[src/sv/evapotranspiration_partition_core_assert.svh]
// ----------------------------------------------------------------------------
// Assertion macros for the ET partition core
// Shared concurrent assertion forms, clocked on the rising edge and held off
// during reset.
// ----------------------------------------------------------------------------
`ifndef EVAPOTRANSPIRATION_PARTITION_CORE_ASSERT_SVH
`define EVAPOTRANSPIRATION_PARTITION_CORE_ASSERT_SVH

// same-cycle implication
`define ETP_ASSERT_IMPLY(lbl, clk, rst, ante, cons) \
   lbl: assert property (@(posedge clk) disable iff (rst) (ante) |-> (cons)) \
      else $error("etp: implication check failed");

// next-cycle implication
`define ETP_ASSERT_NEXT(lbl, clk, rst, ante, cons) \
   lbl: assert property (@(posedge clk) disable iff (rst) (ante) |=> (cons)) \
      else $error("etp: next-cycle check failed");

`endif

[src/sv/etp_pkg.sv]
// ----------------------------------------------------------------------------
// ET partition package
// Widths, codes, stage payload types and small arithmetic helpers shared by
// the pipeline modules.
// ----------------------------------------------------------------------------
package etp_pkg;

   localparam int DEPTH_W = 40;
   localparam int COEF_W  = 18;
   localparam int RATIO_W = 17;
   localparam int KIND_W  = 2;
   localparam int Q_SHIFT = 16;

   localparam logic [RATIO_W-1:0] ONE_Q16       = 17'h10000;
   localparam logic [DEPTH_W-1:0] THRESH_RESET  = 40'd1000;

   // et_mode codes
   localparam logic MODE_POTENTIAL = 1'b0;
   localparam logic MODE_USER      = 1'b1;

   // register indexes
   localparam logic CSR_ET_MODE = 1'b0;
   localparam logic CSR_WET_DRY = 1'b1;

   // flow kind codes
   localparam logic [KIND_W-1:0] KIND_OVERLAND = 2'd0;
   localparam logic [KIND_W-1:0] KIND_CHANNEL  = 2'd1;
   localparam logic [KIND_W-1:0] KIND_CHAN_OVL = 2'd2;

   typedef logic [DEPTH_W-1:0] depth_type;

   // one input cell
   typedef struct packed {
      depth_type            potential_et;
      depth_type            user_actual_et;
      logic [COEF_W-1:0]    et_coefficient;
      logic [RATIO_W-1:0]   canopy_ratio;
      depth_type            canopy_store;
      depth_type            overland_depth;
      depth_type            channel_depth;
      depth_type            soil_water;
      logic [KIND_W-1:0]    flow_kind;
      logic                 water_cover;
      logic                 soil_saturation_zero;
   } req_type;

   // canopy split -> blend
   typedef struct packed {
      logic                 mode;
      depth_type            transp;
      depth_type            canopy_demand;  // full demand if the store falls short, else zero
      depth_type            surf_et;        // open water or soil term
      logic [RATIO_W-1:0]   cover_q;
      logic [RATIO_W-1:0]   open;
      depth_type            user_et;
      depth_type            store;
      depth_type            overland;
      depth_type            channel;
      depth_type            soil;
      logic [KIND_W-1:0]    kind;
   } cnp_type;

   // blend -> drain
   typedef struct packed {
      logic                 mode;
      depth_type            aet;
      depth_type            land;
      depth_type            store;
      depth_type            overland;
      depth_type            channel;
      depth_type            soil;
      logic [KIND_W-1:0]    kind;
   } mix_type;

   // one result
   typedef struct packed {
      depth_type            actual_et;
      depth_type            land_surface_et;
      depth_type            new_canopy_store;
      depth_type            new_overland_depth;
      depth_type            new_channel_depth;
      depth_type            new_soil_water;
   } rsp_type;

   typedef struct packed {
      depth_type            depth;
      depth_type            rest;
   } draw_type;

   // clamp a grown sum to the depth width
   function automatic depth_type sat_depth(input logic [DEPTH_W+1:0] v);
      return (|v[DEPTH_W+1:DEPTH_W]) ? '1 : v[DEPTH_W-1:0];
   endfunction

   function automatic depth_type sat_sub(input depth_type a, input depth_type b);
      return (a > b) ? (a - b) : '0;
   endfunction

   // draw a surface depth down; small remainder is raised to the threshold
   function automatic draw_type draw_depth(input depth_type depth,
                                           input depth_type land,
                                           input depth_type thresh);
      draw_type  r;
      depth_type left;
      left = depth - land;
      if (depth == '0) begin
         r.depth = '0;
         r.rest  = land;
      end else if (depth > land) begin
         r.depth = (left < thresh) ? thresh : left;
         r.rest  = '0;
      end else begin
         r.depth = '0;
         r.rest  = land - depth;
      end
      return r;
   endfunction

endpackage

[src/sv/etp_canopy.sv]
// ----------------------------------------------------------------------------
// ET partition: demand and canopy split
// Stage 1 forms the ET demand and cover ratios, stage 2 splits the demand
// between canopy store and transpiration and picks the open-area term.
// ----------------------------------------------------------------------------
module etp_canopy (
   input  logic             clock,
   input  logic             reset,
   input  logic             et_mode,
   input  logic             in_valid,
   output logic             in_ready,
   input  etp_pkg::req_type in_data,
   output logic             out_valid,
   input  logic             out_ready,
   output etp_pkg::cnp_type out_data
);

   typedef struct packed {
      logic                          mode;
      etp_pkg::depth_type            base;
      etp_pkg::depth_type            wet_et;
      logic                          is_water;
      logic                          no_soil;
      logic [etp_pkg::RATIO_W-1:0]   cover_q;
      logic [etp_pkg::RATIO_W-1:0]   open;
      etp_pkg::depth_type            user_et;
      etp_pkg::depth_type            store;
      etp_pkg::depth_type            overland;
      etp_pkg::depth_type            channel;
      etp_pkg::depth_type            soil;
      logic [etp_pkg::KIND_W-1:0]    kind;
   } dem_type;

   localparam int PROD_W = etp_pkg::DEPTH_W + etp_pkg::COEF_W;

   logic             s1_valid_ff, s2_valid_ff;
   logic             s1_ready, s2_ready;
   dem_type          s1_ff, s1_in;
   etp_pkg::cnp_type s2_ff, s2_in;
   logic [PROD_W-1:0] demand_prod;
   logic             wet_kind;

   // stage flow control
   assign s2_ready  = !s2_valid_ff || out_ready;
   assign s1_ready  = !s1_valid_ff || s2_ready;
   assign in_ready  = s1_ready;
   assign out_valid = s2_valid_ff;
   assign out_data  = s2_ff;

   // stage 1: demand, ratios, open-water test
   always_comb begin
      demand_prod = PROD_W'(in_data.potential_et) * PROD_W'(in_data.et_coefficient);
      wet_kind    = 1'b0;
      case (in_data.flow_kind)
         etp_pkg::KIND_OVERLAND: wet_kind = (in_data.overland_depth != '0);
         etp_pkg::KIND_CHANNEL,
         etp_pkg::KIND_CHAN_OVL: wet_kind = (in_data.channel_depth != '0);
         default:                wet_kind = 1'b0;
      endcase
      s1_in.mode = et_mode;
      if (et_mode == etp_pkg::MODE_USER) begin
         s1_in.base   = in_data.user_actual_et;
         s1_in.wet_et = in_data.user_actual_et;
      end else begin
         s1_in.base   = (|demand_prod[PROD_W-1:PROD_W-2]) ? '1 :
                        demand_prod[PROD_W-3:etp_pkg::Q_SHIFT];
         s1_in.wet_et = in_data.potential_et;
      end
      s1_in.is_water = in_data.water_cover && wet_kind;
      s1_in.no_soil  = in_data.soil_saturation_zero;
      s1_in.cover_q  = (in_data.canopy_ratio > etp_pkg::ONE_Q16) ?
                       etp_pkg::ONE_Q16 : in_data.canopy_ratio;
      s1_in.open     = etp_pkg::ONE_Q16 - s1_in.cover_q;
      s1_in.user_et  = in_data.user_actual_et;
      s1_in.store    = in_data.canopy_store;
      s1_in.overland = in_data.overland_depth;
      s1_in.channel  = in_data.channel_depth;
      s1_in.soil     = in_data.soil_water;
      s1_in.kind     = in_data.flow_kind;
   end

   // stage 2: canopy store against demand
   always_comb begin
      s2_in.mode     = s1_ff.mode;
      s2_in.cover_q  = s1_ff.cover_q;
      s2_in.open     = s1_ff.open;
      s2_in.user_et  = s1_ff.user_et;
      s2_in.overland = s1_ff.overland;
      s2_in.channel  = s1_ff.channel;
      s2_in.soil     = s1_ff.soil;
      s2_in.kind     = s1_ff.kind;
      if (s1_ff.store == '0) begin
         s2_in.transp        = s1_ff.base;
         s2_in.canopy_demand = s1_ff.base;
         s2_in.store         = '0;
      end else if (s1_ff.store < s1_ff.base) begin
         s2_in.transp        = s1_ff.base - s1_ff.store;
         s2_in.canopy_demand = s1_ff.base;
         s2_in.store         = '0;
      end else begin
         s2_in.transp        = '0;
         s2_in.canopy_demand = '0;
         s2_in.store         = s1_ff.store - s1_ff.base;
      end
      if (s1_ff.is_water) begin
         s2_in.surf_et = s1_ff.wet_et;
      end else begin
         s2_in.surf_et = s1_ff.no_soil ? '0 : s1_ff.base;
      end
   end

   always_ff @(posedge clock) begin
      if (reset) begin
         s1_valid_ff <= 1'b0;
         s2_valid_ff <= 1'b0;
      end else begin
         if (s1_ready) s1_valid_ff <= in_valid;
         if (s2_ready) s2_valid_ff <= s1_valid_ff;
      end
   end

   always_ff @(posedge clock) begin
      if (s1_ready && in_valid) s1_ff <= s1_in;
      if (s2_ready && s1_valid_ff) s2_ff <= s2_in;
   end

endmodule

[config.mk]
export PLATFORM = sky130hd
export DESIGN_NAME = etp_canopy
export DESIGN_NICKNAME = d
export VERILOG_FILES = /design/src/sv/evapotranspiration_partition_core_assert.svh /design/src/sv/etp_pkg.sv /design/src/sv/etp_canopy.sv
export SDC_FILE = /design/constraint.sdc
export NUM_CORES = 2
export LEC_CHECK = 0
export ABC_AREA = 1
export BUFFER_PORTS_ARGS = -buffer_cell sky130_fd_sc_hd__buf_4
export CAP_MARGIN = 20
export CORE_MARGIN = 1.5
export CORE_UTILIZATION = 26
export DETAILED_ROUTE_END_ITERATION = 12
export GPL_TIMING_DRIVEN = 0
export PLACE_DENSITY = 0.45
export SLEW_MARGIN = 20
export SYNTH_ARGS = -nofsm -noshare
export SYNTH_HDL_FRONTEND = slang
export SYNTH_SLANG_ARGS = --single-unit
[constraint.sdc]
create_clock -name clock -period 32.4 [get_ports clock]
set_input_delay 6.48 -clock clock [delete_from_list [all_inputs] [get_ports clock]]
set_output_delay 6.48 -clock clock [all_outputs]
set_load 0.02 [all_outputs]
## Word-level counts from Yosys, hierarchy flattened

Cells that the tools add are included.

- Word-level logic and storage cells: 57
- Register bits after elaboration: 678

- Magnitude comparators: 2
- Mux-type cells: 8
- $mul: 1
- Reductions and logical operators: 14
- Eq/ne operators: 2
- Add/subtract/negate cells: 3

Operators by type and width:

| kind | count |
|---|---|
| $mux 80 | 3 |
| $mux 40 | 3 |
| $reduce_bool 40->1 | 2 |
| $sub 40x40->40 | 2 |
| $mul 40x18->58 | 1 |
| $logic_not 40->1 | 1 |
| $lt 40x40->1 | 1 |
| $gt 17x17->1 const B | 1 |
| $mux 17 | 1 |
| $sub 17x17->17 const A | 1 |
| $reduce_or 2->1 | 3 |
| $logic_and 1x1->1 | 3 |
| $eq 2x1->1 const B | 1 |
| $eq 2x2->1 const B | 1 |
| $logic_not 1->1 | 2 |
| $logic_not 2->1 | 1 |
| $logic_or 1x1->1 | 2 |
| $pmux 1 s2 | 1 |

## Longest topological paths before layout

- Depth after elaboration: 4
- Depth in mapped cells: 34
- Depth with buffers taken out: 31

## Worst setup path after synthesis

No wires, ideal clock.

- Kind: input to register
- From: input port out_ready
- To: register s2_ff (netlist bit out_data[0]), enable pin
- Cell stages on the path: 2
- Required time: 31.206 ns
- Library setup time: 1.194 ns
- Setup slack: 7.670 ns
- Arrival time: 23.535 ns
- Cells stage by stage: inv_1 a21oi_1

- Word-level cells in the longest chain between the ends: 2

Ends and longest elaborated chain:

| what | RTL line | text |
|---|---|---|
| from (decl) | etp_canopy.sv:14 | `input logic out_ready,` |
| $logic_or 1x1->1 | etp_canopy.sv:44 | `assign s2_ready = !s2_valid_ff \|\| out_ready;` |
| $logic_and 1x1->1 | etp_canopy.sv:124 | `if (s2_ready && s1_valid_ff) s2_ff <= s2_in;` |
| to (signal assigned) | etp_canopy.sv:124 |  |
| to (decl) | etp_canopy.sv:39 | `etp_pkg::cnp_type s2_ff, s2_in;` |

No other way between the ends.
A chain may end at the register's enable or synchronous reset.

## Worst setup path in the final report

- From: input port out_ready
- To: output port in_ready

- Word-level cells in the longest chain between the ends: 2

Ends and longest elaborated chain:

| what | RTL line | text |
|---|---|---|
| $logic_or 1x1->1 | etp_canopy.sv:44 |  |
| $logic_or 1x1->1 | etp_canopy.sv:45 | `assign s1_ready = !s1_valid_ff \|\| s2_ready;` |
| to (decl) | etp_canopy.sv:11 | `output logic in_ready,` |

No other way between the ends.

==> metrics.md <==
| Metric | Value |
|---|---|
| Run status | finished clean |
| Crit start category | input port |
| CTS tree | done |
| Synth Warn # | 0 |
| Period utilization | a little over two fifths |
| Routability Congestion | 0.903 |
| Most used DFF post-synth | edfxtp_1 |
| ANT nets after route | 0 |
| Crit. End Element | output pin |
| Crit path arrival time | 7.02 ns |
| Finished Core Util | 31.6% |
| Layout area overhead | 20.3% |
| Placed cell area | between 60000 and 70000 sq um |
| Cell area after layout | around 63000 sq um |
| Dpl hpwl | 185 mm |
| Hold slack | slightly above 0.4 ns |
| Die W | 453 um |
| Hold Buf Count CTS | 0 |
| Drt via density | ~4.5 |
| HP Class | register to register |
| Clk slew on worst S/H paths | ~0.060 ns |
| IO buf count | approximately 580 |
| Clk Latency, worst-skew pair | between 0.6 and 0.7 ns |
| Io pins | 643 |
| Cts repair resizes | 0 |
| DRC Markers | 0 |
| GRT Overall Usage | between 20% and 30% |
| Fin crit period | 13.50 ns |
| Slew Viols, Final | 0 |
| Clock skew | 0.0242 ns |
| Post-synthesis instance area | between 50000 and 60000 sq um |
| Drt wl/cell | ~24 um |
| Post-synthesis sequential element count | 676 |
| DRT Wirelength | about 220 mm |
| Max Root-Sink Buffers | 3 |
| RSZ-0062 raised after global routing | false |
| Post-CTS Setup Repair Bufs | 0 |
| Vias in the first global route | around 42000 |
| EDFF count, synth | approximately 670 |
| Fmax achieved | 74.1 MHz |
| Slew of the pin with the lowest slew margin | between 1 and 1.5 ns |
| CP required | 25.92 ns |
| Commonest non-fill, non-tap cell in the layout | nand2_1 |
| Layout Nets | 7409 |
| Htree depth | 3 |
| Final TNS setup | 0 ns |
| Vias | 40300 |
| Fin. Hold Viols | 0 |
| Net Count, Synth | around 6700 |
| Max-Cap Viols | 0 |
| Placeable Area | roughly 200000 sq um |
| Max-slew headroom at the worst pin | 19.4% |
| Largest net degree at the start of global routing | 96 |
| First-pass GRT wire length | about 300 mm |
| Worst-path fanout max | 3 |
| Die area | approximately 210000 sq um |
| Most frequent cells in the layout | 1553 x nand2_1, 1311 x inv_1, 674 x edfxtp_1 |
| Initial DRC Count | 2571 |
| Mapped Cells | between 5000 and 6000 |
| Setup violators final | 0 |
| Row count | 164 |
| Initial core utilization | 26.2% |
| Kind of critical path | input port to output pin |
| Flop2flop setup slack | between 20 and 30 ns |
| Die Y | about 450 um |
| CTS Root Cell | clkbuf_16 |
| Layout cells sized above 1 | between 10% and 20% |
| TritonCTS Sinks | about 680 |
| Post-synthesis sequential area ratio | 38.5% |
| GR Overflow Total | 0 |
| Synth unique cells | between 50 and 60 |
| Async set or reset register ratio after synthesis | 0% |
| Inserted Clock Buffers | between 60 and 70 |
| Avg Synthesized Cell Area | slightly above 9 sq um |
| Drt first pass iters | 7 |
| Initial antenna violation count | 21 |
## worst max-delay path, cell delays in order
cell,delay (ns)
buf_4,0.11
inv_1,0.11
nand3_1,0.13
buf_4,0.19
## worst paths after layout
check / start / end / depth (start not counted)
worst max-delay path: out_ready / in_ready / 4
worst min-delay path: s1_ff[77] / out_data[77] / 0
worst max register to register: s1_ff[278] / out_data[340] / 11
worst min register to register: s1_ff[77] / out_data[77] / 0
## synth_stat cells (2+ instances only)
cell type,count,area share [%]
a211oi_1,3,0.043
a21boi_0,3,0.043
a21o_1,18,0.26
a21oi_1,189,1.8
a21oi_2,6,0.10
a31oi_1,3,0.036
and2_0,2,0.024
and2_1,3,0.036
and3_1,2,0.024
buf_1,23,0.16
buf_12,4,0.15
buf_2,14,0.13
buf_4,9,0.13
buf_6,2,0.043
clkbuf_1,155,1.1
dfxtp_1,2,0.076
edfxtp_1,674,38
fa_1,608,23
ha_1,211,5.0
inv_1,1312,9.4
inv_2,7,0.050
nand2_1,1553,11
nand2_2,49,0.58
nand2_4,2,0.043
nand3_1,93,0.88
nand3_2,4,0.076
nand3b_1,8,0.11
nand4_1,25,0.30
nor2_1,264,1.9
nor2_2,12,0.14
nor2_4,2,0.043
nor3_1,27,0.26
nor4_1,31,0.37
o211ai_1,4,0.057
o21a_1,3,0.043
o21ai_0,90,0.86
o21ai_1,7,0.067
o21ai_2,2,0.033
o21bai_1,38,0.54
o22ai_1,29,0.34
o31ai_1,41,0.59
or2_1,2,0.024
or2_2,14,0.17
xnor2_1,17,0.28
xor2_1,54,0.90
## metal layers
metal / routed length, um / GRT usage, % / vias to the layer above
li1: - / - / 18500
met4: 7430 / 6.89 / 6
met5: 41 / 0 / -
met3: 10700 / 2.66 / 247
met1: 82900 / 23.7 / 20300
met2: 115000 / 39.3 / 1219
## flip-flops by register name (all words and copies together) (netlist names)
name and count:
out_data 356, s1_ff 318, out_valid 1, s1_valid_ff 1
## area by class of cell
class	count	area (sq um)
multi-input combinational	3424	26500
sequential	676	20300
clock buffer	82	1820
timing repair buffer	607	5000
tap	2656	3320
fill	21100	137000
clock inverter	40	453
antenna	8	20.0
inverter	1320	4960
buffer	208	921
## cell families after synthesis
group           Yosys count  share of synthesized area (%)
flops                   676                           38.5
compound gates          437                           4.82
fa+ha+maj               819                           28.2
buf+inv                1528                           11.2
xor+xnor                 71                           1.18
simple gates           2097                           16.1
## stage by stage
step | worst slack, ns | std cells
detailed placement | 18.40 | 8891
global route | 18.66 | 9017
finish | 18.90 | 9021
CTS | 18.90 | 9013
floorplan | 7.67 | 5628
global placement | -2.47 | 8868
Power is not shown: default switching activity piles up to over one toggle a cycle in this logic, so the estimate is an artifact.
