### config.mk
export PLATFORM = sky130hd
export DESIGN_NAME = etp_drain
export DESIGN_NICKNAME = d
export VERILOG_FILES = /design/src/sv/evapotranspiration_partition_core_assert.svh /design/src/sv/etp_pkg.sv /design/src/sv/etp_drain.sv
export SDC_FILE = /design/constraint.sdc
export NUM_CORES = 1
export LEC_CHECK = 0
export BUFFER_PORTS_ARGS = -buffer_cell sky130_fd_sc_hd__buf_2
export CORE_UTILIZATION = 35
export DETAILED_ROUTE_END_ITERATION = 10
export HOLD_SLACK_MARGIN = 0.08
export MAX_ROUTING_LAYER = met4
export SLEW_MARGIN = 20
export SYNTH_ARGS = -nofsm -noshare
export SYNTH_HDL_FRONTEND = slang
export SYNTH_SLANG_ARGS = --single-unit
### constraint.sdc
create_clock -name clock -period 16.84 [get_ports clock]
set_input_delay 0.842 -clock clock [delete_from_list [all_inputs] [get_ports clock]]
set_output_delay 0.842 -clock clock [all_outputs]
set_load 0.05 [all_outputs]
### src/sv/evapotranspiration_partition_core_assert.svh
// ----------------------------------------------------------------------------
// Assertion macros for the ET partition core
// Shared concurrent assertion forms, clocked on the rising edge and held off
// during reset.
// ----------------------------------------------------------------------------
`ifndef EVAPOTRANSPIRATION_PARTITION_CORE_ASSERT_SVH
`define EVAPOTRANSPIRATION_PARTITION_CORE_ASSERT_SVH

// same-cycle implication
`define ETP_ASSERT_IMPLY(lbl, clk, rst, ante, cons) \
   lbl: assert property (@(posedge clk) disable iff (rst) (ante) |-> (cons)) \
      else $error("etp: implication check failed");

// next-cycle implication
`define ETP_ASSERT_NEXT(lbl, clk, rst, ante, cons) \
   lbl: assert property (@(posedge clk) disable iff (rst) (ante) |=> (cons)) \
      else $error("etp: next-cycle check failed");

`endif

### src/sv/etp_pkg.sv
// ----------------------------------------------------------------------------
// ET partition package
// Widths, codes, stage payload types and small arithmetic helpers shared by
// the pipeline modules.
// ----------------------------------------------------------------------------
package etp_pkg;

   localparam int DEPTH_W = 40;
   localparam int COEF_W  = 18;
   localparam int RATIO_W = 17;
   localparam int KIND_W  = 2;
   localparam int Q_SHIFT = 16;

   localparam logic [RATIO_W-1:0] ONE_Q16       = 17'h10000;
   localparam logic [DEPTH_W-1:0] THRESH_RESET  = 40'd1000;

   // et_mode codes
   localparam logic MODE_POTENTIAL = 1'b0;
   localparam logic MODE_USER      = 1'b1;

   // register indexes
   localparam logic CSR_ET_MODE = 1'b0;
   localparam logic CSR_WET_DRY = 1'b1;

   // flow kind codes
   localparam logic [KIND_W-1:0] KIND_OVERLAND = 2'd0;
   localparam logic [KIND_W-1:0] KIND_CHANNEL  = 2'd1;
   localparam logic [KIND_W-1:0] KIND_CHAN_OVL = 2'd2;

   typedef logic [DEPTH_W-1:0] depth_type;

   // one input cell
   typedef struct packed {
      depth_type            potential_et;
      depth_type            user_actual_et;
      logic [COEF_W-1:0]    et_coefficient;
      logic [RATIO_W-1:0]   canopy_ratio;
      depth_type            canopy_store;
      depth_type            overland_depth;
      depth_type            channel_depth;
      depth_type            soil_water;
      logic [KIND_W-1:0]    flow_kind;
      logic                 water_cover;
      logic                 soil_saturation_zero;
   } req_type;

   // canopy split -> blend
   typedef struct packed {
      logic                 mode;
      depth_type            transp;
      depth_type            canopy_demand;  // full demand if the store falls short, else zero
      depth_type            surf_et;        // open water or soil term
      logic [RATIO_W-1:0]   cover_q;
      logic [RATIO_W-1:0]   open;
      depth_type            user_et;
      depth_type            store;
      depth_type            overland;
      depth_type            channel;
      depth_type            soil;
      logic [KIND_W-1:0]    kind;
   } cnp_type;

   // blend -> drain
   typedef struct packed {
      logic                 mode;
      depth_type            aet;
      depth_type            land;
      depth_type            store;
      depth_type            overland;
      depth_type            channel;
      depth_type            soil;
      logic [KIND_W-1:0]    kind;
   } mix_type;

   // one result
   typedef struct packed {
      depth_type            actual_et;
      depth_type            land_surface_et;
      depth_type            new_canopy_store;
      depth_type            new_overland_depth;
      depth_type            new_channel_depth;
      depth_type            new_soil_water;
   } rsp_type;

   typedef struct packed {
      depth_type            depth;
      depth_type            rest;
   } draw_type;

   // clamp a grown sum to the depth width
   function automatic depth_type sat_depth(input logic [DEPTH_W+1:0] v);
      return (|v[DEPTH_W+1:DEPTH_W]) ? '1 : v[DEPTH_W-1:0];
   endfunction

   function automatic depth_type sat_sub(input depth_type a, input depth_type b);
      return (a > b) ? (a - b) : '0;
   endfunction

   // draw a surface depth down; small remainder is raised to the threshold
   function automatic draw_type draw_depth(input depth_type depth,
                                           input depth_type land,
                                           input depth_type thresh);
      draw_type  r;
      depth_type left;
      left = depth - land;
      if (depth == '0) begin
         r.depth = '0;
         r.rest  = land;
      end else if (depth > land) begin
         r.depth = (left < thresh) ? thresh : left;
         r.rest  = '0;
      end else begin
         r.depth = '0;
         r.rest  = land - depth;
      end
      return r;
   endfunction

endpackage

### src/sv/etp_drain.sv
// ----------------------------------------------------------------------------
// ET partition: drawdown
// Stage 1 draws the overland and channel depths down, stage 2 draws the soil
// and cuts the ET totals by any soil deficit in potential mode.
// ----------------------------------------------------------------------------
module etp_drain (
   input  logic               clock,
   input  logic               reset,
   input  etp_pkg::depth_type wet_dry_threshold,
   input  logic               in_valid,
   output logic               in_ready,
   input  etp_pkg::mix_type   in_data,
   output logic               out_valid,
   input  logic               out_ready,
   output etp_pkg::rsp_type   out_data
);

   typedef struct packed {
      logic                 mode;
      logic                 soil_go;
      etp_pkg::depth_type   residual;
      etp_pkg::depth_type   aet;
      etp_pkg::depth_type   land;
      etp_pkg::depth_type   store;
      etp_pkg::depth_type   overland;
      etp_pkg::depth_type   channel;
      etp_pkg::depth_type   soil;
   } srf_type;

   logic              s1_valid_ff, s2_valid_ff;
   logic              s1_ready, s2_ready;
   srf_type           s1_ff, s1_in;
   etp_pkg::rsp_type  s2_ff, s2_in;
   etp_pkg::draw_type draw_ovl, draw_chn;
   etp_pkg::depth_type deficit;

   assign s2_ready  = !s2_valid_ff || out_ready;
   assign s1_ready  = !s1_valid_ff || s2_ready;
   assign in_ready  = s1_ready;
   assign out_valid = s2_valid_ff;
   assign out_data  = s2_ff;

   // stage 1: surface drawdown by flow kind
   always_comb begin
      draw_ovl = etp_pkg::draw_depth(in_data.overland, in_data.land, wet_dry_threshold);
      draw_chn = etp_pkg::draw_depth(in_data.channel, in_data.land, wet_dry_threshold);
      s1_in.mode     = in_data.mode;
      s1_in.aet      = in_data.aet;
      s1_in.land     = in_data.land;
      s1_in.store    = in_data.store;
      s1_in.soil     = in_data.soil;
      s1_in.overland = in_data.overland;
      s1_in.channel  = in_data.channel;
      s1_in.soil_go  = 1'b0;
      s1_in.residual = '0;
      case (in_data.kind)
         etp_pkg::KIND_OVERLAND: begin
            s1_in.overland = draw_ovl.depth;
            s1_in.residual = draw_ovl.rest;
            s1_in.soil_go  = (draw_ovl.depth == '0);
         end
         etp_pkg::KIND_CHANNEL: begin
            s1_in.channel  = draw_chn.depth;
            s1_in.residual = draw_chn.rest;
            s1_in.soil_go  = (draw_chn.depth == '0);
         end
         etp_pkg::KIND_CHAN_OVL: begin
            // both drawn by the full land ET; only the channel feeds the soil
            s1_in.overland = draw_ovl.depth;
            s1_in.channel  = draw_chn.depth;
            s1_in.residual = draw_chn.rest;
            s1_in.soil_go  = (draw_chn.depth == '0);
         end
         default: begin
            // no drawdown at all
            s1_in.soil_go = 1'b0;
         end
      endcase
   end

   // stage 2: soil drawdown and deficit cut
   always_comb begin
      deficit                  = s1_ff.residual - s1_ff.soil;
      s2_in.actual_et          = s1_ff.aet;
      s2_in.land_surface_et    = s1_ff.land;
      s2_in.new_canopy_store   = s1_ff.store;
      s2_in.new_overland_depth = s1_ff.overland;
      s2_in.new_channel_depth  = s1_ff.channel;
      s2_in.new_soil_water     = s1_ff.soil;
      if (s1_ff.soil_go) begin
         if (s1_ff.soil > s1_ff.residual) begin
            s2_in.new_soil_water = s1_ff.soil - s1_ff.residual;
         end else begin
            s2_in.new_soil_water = '0;
            if (s1_ff.mode == etp_pkg::MODE_POTENTIAL) begin
               s2_in.actual_et       = etp_pkg::sat_sub(s1_ff.aet, deficit);
               s2_in.land_surface_et = etp_pkg::sat_sub(s1_ff.land, deficit);
            end
         end
      end
   end

   always_ff @(posedge clock) begin
      if (reset) begin
         s1_valid_ff <= 1'b0;
         s2_valid_ff <= 1'b0;
      end else begin
         if (s1_ready) s1_valid_ff <= in_valid;
         if (s2_ready) s2_valid_ff <= s1_valid_ff;
      end
   end

   always_ff @(posedge clock) begin
      if (s1_ready && in_valid) s1_ff <= s1_in;
      if (s2_ready && s1_valid_ff) s2_ff <= s2_in;
   end

endmodule

# Yosys cells after proc, flatten, opt, wreduce, memory -nomap -nowiden
# Index checks and enable logic that the tools add are counted.
[word_totals] reg_bits=524 inputBits=287 output_inout_bits=242 wordCells=64
[classes] n_addsub=8 n_lt_le_gt_ge=7 eq_ne=2 muxes=17 n_reduce_logical=13
[op_table] cell="2-to-1 mux 80 bit" n=7
[op_table] cell="2-to-1 mux 40 bit" n=8
[op_table] cell="subtractor 40 bit" n=8
[op_table] cell="greater-than comparator 40 bit" n=5
[op_table] cell="logical NOT 40 bit" n=4
[op_table] cell="< comparator 40 bit" n=2
[op_table] cell="one-hot mux 40 bit (2 select lines)" n=1
[op_table] cell="OR reduction 2 bit" n=2
[op_table] cell="== test 2 x 1 -> 1 bit, second input constant" n=1
[op_table] cell="== test 2 bit, second input constant" n=1
[op_table] cell="logical AND 1 bit" n=2
[op_table] cell="logical NOT 1 bit" n=2
[op_table] cell="logical NOT 2 bit" n=1
[op_table] cell="logical OR 1 bit" n=2
[op_table] cell="one-hot mux 1 bit (2 select lines)" n=1

# Longest topological paths before layout
# Gate-level depths: netlist of run 1.
[logic_depth] depth_word=7 ltp_mapped=26 mapped_depth_nobuf=26

# Least setup slack after synthesis of run 1
# No wires, ideal clock.
[synth_timing] path_kind="input-to-reg" startpoint="input port out_ready" endpoint="register s2_ff (netlist bit out_data[0]) (enable)" setup_time_ns=0.874 t_arrival_ns=11.503 required_time_ns=15.966 setup_slack_ns=4.463 cell_stages=2 n_path_buf=0 path_cell_list="nor2b_1 nor2b_1"
[synth_between] elab_chain_len=2
[synth_lines] element="from (decl)" line="etp_drain.sv:14" source="input logic out_ready,"
[synth_lines] element="logical OR 1 bit" line="etp_drain.sv:37" source="assign s2_ready = !s2_valid_ff || out_ready;"
[synth_lines] element="logical AND 1 bit" line="etp_drain.sv:115" source="if (s2_ready && s1_valid_ff) s2_ff <= s2_in;"
[synth_lines] element="to (signal assigned)" line="etp_drain.sv:115"
[synth_lines] element="to (decl)" line="etp_drain.sv:33" source="etp_pkg::rsp_type s2_ff, s2_in;"
# No other way between the ends.
# A chain may end at the register's enable or synchronous reset.

==> flow_metrics.tcl, run 1 <==
set metrics [dict create \
    finalCritPeriodShare 0.447 \
    synth_top_cell_by_area "edfxtp_1" \
    hold_viol 0 \
    power_mw 5.29 \
    overflow 0 \
    hpwlAfterDp_um 137000 \
    drc 0 \
    ir_drop_mv 0.0730 \
    numPortBuffers 528 \
    syn_inst 4301 \
    rsz0062_at_grt "false" \
    ios 529 \
    ys_warn_count 0 \
    grt_use_total 0.288 \
    reg2reg_depth 22 \
    viasPerCell 5.73 \
    nNetsFinal 5431 \
    cts_inserted_buffers 66 \
    slew_violations 0 \
    area_growth_pct 15.5 \
    yosysTopAreaCellShare 0.389 \
    p_leak_nw 20.1 \
    powerDensity_nw_per_um2 114 \
    antenna_found_initial 8 \
    drive_above_1_share 0.152 \
    arrival_ns 8.06 \
    cap_viol_max_count 0 \
    grt_pass1_wl_um 238000 \
    synth_edf_count 522 \
    syn_area_um2 40300 \
    die_w_um 341 \
    relSlewSlack 0.215 \
    status "complete, no violations" \
    clock_sinks 524 \
    grt_pass1_vias 35200 \
    start_util 0.353 \
    path_clk_slew_ns 0.06 \
    cts-root-buf "clkbuf_16" \
    yosys-top-cells-count "edfxtp_1 (522), ha_1 (398), a21oi_1 (375), nand2_1 (338), inv_1 (325)" \
    critPathMaxFanout 49 \
    fin_skew_ns 0.0621 \
    yosysSeqAreaShare 0.390 \
    first_iter_violations 3039 \
    grt_max_degree 128 \
    async_flop_share 0 \
    htreeDepth 3 \
    place.gp.congestion 1.03 \
    wire_per_inst_um 26.7 \
    hp-class "in -> reg" \
    coreArea_um2 114000 \
    ant_nets 0 \
    yosysUniqueCellTypes 99 \
    max_freq_mhz 133 \
    utilization 0.407 \
    synth_ff_type "edfxtp_1" \
    critPathLaunchType "primary input" \
    synth_nets 4994 \
    min_period_ns 7.53 \
    min_delay_path_depth 1 \
    hold_buffers 0 \
    totalWireLength_um 168000 \
    cts.path.max_buffers 3 \
    rows 124 \
    synth.most_common_cell "edfxtp_1" \
    post_cts_buffers 0 \
    firstDrtPassIters 7 \
    cts_tree "built" \
    setup_viol 0 \
    dieArea_um2 116000 \
    endpoint_kind "flop" \
    ys_top_cells_by_area "edfxtp_1 (39%), ha_1 (12%), a21oi_1 (4.7%), o21ai_0 (3.9%), a21o_1 (3.7%)" \
    clk_latency_ns 0.69 \
    required_ns 17.37 \
    vias 36200 \
    avgSynthCellArea_um2 9.36 \
    worstMarginPinSlew_ns 1.17 \
    placed_area_um2 44300 \
    die_h_um 341 \
    finalSetupTns_ns 0 \
    path_class "in -> reg" \
    finish.instance_area_um2 46500 \
    ys_ff_latch 524 \
    post_cts_resized 0 \
]
where the power goes:
part	switching (mW)	leakage [nW]	internal (mW)	total (mW)
combinational	1.44	13.9	0.760	2.20
clock	0.610	1.06	0.855	1.47
sequential	0.0523	5.08	1.57	1.62
critical path, cell delays in order:
cell	delay [ns]
buf_2	0.16
inv_1	0.07
ha_1	0.42
a21oi_1	0.49
nand2_1	0.10
a21oi_1	0.41
a21oi_1	0.15
a21oi_1	0.54
o31ai_1	0.18
a221oi_1	0.55
xnor2_1	0.18
ha_1	0.32
nand4_1	0.11
nor4_1	0.61
nand4_1	0.23
a2111oi_1	0.80
nor3_2	0.28
buf_4	0.41
nor4b_1	0.40
nand4bb_1	0.13
a21oi_1	0.16
a41o_1	0.23
nand4_1	0.13
nand3_1	0.12
final cells by class:
class	instances	area [um^2]
Clock buffer	80	1700
Tap cell	1512	1890
Sequential cell	524	15700
Antenna cell	5	12.5
Fill cell	11500	67700
Timing Repair Buffer	567	2950
Inverter	326	1220
Multi-Input combinational cell	3253	22500
Clock inverter	38	483
per-layer routing:
metal / share of wire / vias up / global-route usage / wire length (um)
met2: 0.45 / 1574 / 0.448 / 76000
met4: 0.043 / 0 / 0.118 / 7160
met1: 0.44 / 17500 / 0.381 / 73800
met5: 0 / - / - / 0
met3: 0.067 / 263 / 0.0316 / 11200
li1: - / 16800 / - / -
cells by family after synthesis:
group | Yosys count | share of synthesized area
muxes | 71 | 0.0177
AOI/OAI and AO/OA | 1399 | 0.223
and+or+nand+nor | 1107 | 0.131
DFF | 524 | 0.390
adders and majority gates | 406 | 0.128
xor gates and xnor gates | 270 | 0.0587
buffers and inverters | 524 | 0.0515
cells in the final DEF (no fill, tap or decap), types with 104 or more instances in the layout:
master	instances
nor2_1	279
inv_1	325
ha_1	397
edfxtp_1	522
buf_2	528
xor2_1	105
o21ai_0	310
nand2_1	338
xnor2_1	165
a21oi_1	375
nand3_1	104
a21o_1	196
flip-flops by register name (all words and copies together) (netlist names):
register	cells
s1_ff	282
s1_valid_ff	1
out_data	240
out_valid	1
path summary, 6_finish.rpt:
kind / slack (ns) / start / end
worst max-delay path: 9.31 / in_data[92] / s1_ff[280]$_DFFE_PP_
worst min-delay path: 0.37 / in_data[224] / s1_ff[222]$_DFFE_PP_
worst max register to register: 9.89 / s1_ff[1]$_DFFE_PP_ / out_data[221]$_DFFE_PP_
worst min register to register: 0.40 / s1_ff[63]$_DFFE_PP_ / out_data[63]$_DFFE_PP_
per-stage QoR:
stage,cells,hold WS (ns),worst slack [ns]
after global routing,6304,0.349,8.87
final,6305,0.370,9.31
after detailed placement,6182,0.405,8.63
after global placement,6182,0.400,8.52
after CTS,6300,0.321,9.37
after floorplan,4301,0.400,4.46
(Power assumes the default switching activity.)
==> run 2, diff against run 1 <==
==> constraint.sdc (replaced) <==
create_clock -name clock -period 7.7 [get_ports clock]
set_input_delay 0.385 -clock clock [delete_from_list [all_inputs] [get_ports clock]]
set_output_delay 0.385 -clock clock [all_outputs]
set_load 0.05 [all_outputs]
==> run 2 against run 1 <==
Count of clock-buffer cells in the layout fell by 15. Highest routed layer unchanged. Via count grew 2.3%. Clock skew is 0.015 ns lower. Final cell count rose by 3.5%. Largest power group unchanged. Register-to-register slack got worse by 9.2 ns. Sequential share of layout area decreased by 1.5 points. Routed wire length is 0.79% higher.
==> flow_metrics.tcl, run 2 (synthesis results as in run 1) <==
set metrics [dict create \
    status "complete, no violations" \
    ir_drop_mv 0.191 \
    dp.cells 6225 \
    final_common_cell "buf_2" \
    cts-root-buf "clkbuf_16" \
    viasPerCell 5.67 \
    relSlewSlack 0.155 \
    clk_latency_ns 0.71 \
    critPathMaxFanout 37 \
    path_class "reg -> reg" \
    p_switching_mw 4.60 \
    hp-class "in -> reg" \
    rsz0062_at_grt "false" \
    timing.rr.start "s1_ff[10]$_DFFE_PP_" \
    first_iter_violations 3378 \
    path_clk_slew_ns 0.07 \
    start_util 0.353 \
    intPower_mw 7.07 \
    finalCritPeriodShare 0.907 \
    worstMarginPinSlew_ns 1.26 \
    grt_max_degree 143 \
    htreeDepth 2 \
    crit_path_end "out_data[221]$_DFFE_PP_" \
    drc 0 \
    reg2reg_to "out_data[221]$_DFFE_PP_" \
    p_leak_nw 21.0 \
    firstDrtPassIters 6 \
    vias 37000 \
    wire_per_inst_um 26.0 \
    critPathLaunchType "flop" \
    post_cts_buffers 0 \
    setup_viol 0 \
    hold_buffers 188 \
    seqPwrFrac 0.304 \
    top_register "s1_ff" \
    clock_sinks 524 \
    grt_pass1_vias 36200 \
    grt_use_total 0.290 \
    area_growth_pct 21.0 \
    required_ns 8.26 \
    switching_share 0.394 \
    antenna_found_initial 8 \
    ant_nets 0 \
    endpoint_kind "flop" \
    totalWireLength_um 169000 \
    cts.path.max_buffers 3 \
    reg2reg_depth 23 \
    critPathLaunch "s1_ff[10]$_DFFE_PP_" \
    rows 124 \
    layout_common_cells "buf_2 (528), edfxtp_1 (522), ha_1 (397), a21oi_1 (375), nand2_1 (338)" \
    cts_inserted_buffers 60 \
    max_freq_mhz 143 \
    post_cts_resized 0 \
    combPwrFrac 0.423 \
    hpwlAfterDp_um 137000 \
    fin_skew_ns 0.0475 \
    place.gp.congestion 1.07 \
    powerDensity_nw_per_um2 239 \
    overflow 0 \
    nNetsFinal 5656 \
    finalSetupTns_ns 0 \
    cap_viol_max_count 0 \
    grt_pass1_wl_um 242000 \
    slew_violations 0 \
    arrival_ns 7.55 \
    hold_viol 0 \
    cts_tree "built" \
    drive_above_1_share 0.154 \
    dieArea_um2 116000 \
    min_period_ns 6.98 \
    numPortBuffers 528 \
    ios 529 \
    largest_reg_flops 282 \
    p_clk_frac 0.273 \
    die_h_um 341 \
    coreArea_um2 114000 \
    die_w_um 341 \
    rrSetupSlack_ns 0.72 \
    final_cells 6528 \
]
## run 2: cell type report
type	count	area, um^2
antenna	2	5.00
multi-input combinational	3253	22500
clock inverter	48	668
sequential	524	15700
tap	1512	1890
timing repair buffer	798	5150
clock buffer	65	1520
inverter	326	1220
fill	11500	65500
## run 2: power groups by stage
| stage | Combinational (mW) | Sequential (mW) | Clock [mW] |
|---|---|---|---|
| 2_1_floorplan | 3.08 | 3.84 | 0 |
| 3_3_place_gp | 4.78 | 3.60 | 0 |
| 3_5_place_dp | 4.77 | 3.60 | 0 |
| 4_1_cts | 4.86 | 3.55 | 3.26 |
| 5_1_grt | 5.33 | 3.56 | 3.35 |
| 6_report | 4.94 | 3.54 | 3.18 |
## run 2: per-layer routing
layer | wire (um) | vias to the layer above | share of wire | global-route usage
met2 | 76500 | 1627 | 0.45 | 0.454
li1 | - | 17200 | - | -
met3 | 10900 | 261 | 0.064 | 0.0290
met5 | 0 | - | 0 | -
met4 | 7070 | 0 | 0.042 | 0.109
met1 | 75000 | 17900 | 0.44 | 0.387
## run 2: worst min path at each step
stage / from / endpoint / slack [ns] / cells past startpoint
6_report: in_data[46] / s1_ff[44]$_DFFE_PP_ / 0.11 / 3
5_1_grt: in_data[46] / s1_ff[44]$_DFFE_PP_ / 0.13 / 3
4_1_cts: in_data[119] / s1_ff[117]$_DFFE_PP_ / 0.08 / 3
3_5_place_dp: s1_ff[123]$_DFFE_PP_ / out_data[123]$_DFFE_PP_ / 0.40 / 0
3_3_place_gp: s1_ff[128]$_DFFE_PP_ / out_data[128]$_DFFE_PP_ / 0.40 / 0
2_1_floorplan: s1_ff[100]$_DFFE_PP_ / out_data[100]$_DFFE_PP_ / 0.40 / 0
## run 2: through the flow
| stage | area [um^2] | setup slack, ns | hold WS [ns] | power [mW] | utilization |
|---|---|---|---|---|---|
| floorplan | 40300 | 0.266 | 0.400 | 6.93 | - |
| finish | 48700 | 0.717 | 0.112 | 11.7 | 0.427 |
| global placement | 44600 | 0.774 | 0.400 | 8.38 | 0.391 |
| detailed placement | 44600 | 0.738 | 0.405 | 8.37 | 0.391 |
| CTS | 48700 | 0.687 | 0.0806 | 11.7 | 0.427 |
| global route | 48700 | 0.212 | 0.126 | 12.2 | 0.427 |
## run 2: worst max-delay path: stages, from the launching register on
cell,delay (ns)
edfxtp_1,0.36
inv_1,0.07
ha_1,0.47
a21o_1,0.24
a21o_1,0.19
a221oi_1,0.33
o21ai_0,0.15
or4_1,0.41
a21oi_1,0.32
o31ai_1,0.20
o21a_1,0.20
nor2_1,0.31
xor2_1,0.39
ha_1,0.36
a21o_1,0.11
a21o_1,0.11
a21oi_1,0.06
o21ai_0,0.20
a31o_2,0.19
a31oi_1,0.12
a31oi_1,0.49
a31oi_1,0.39
nor2_4,0.82
a32o_1,0.30
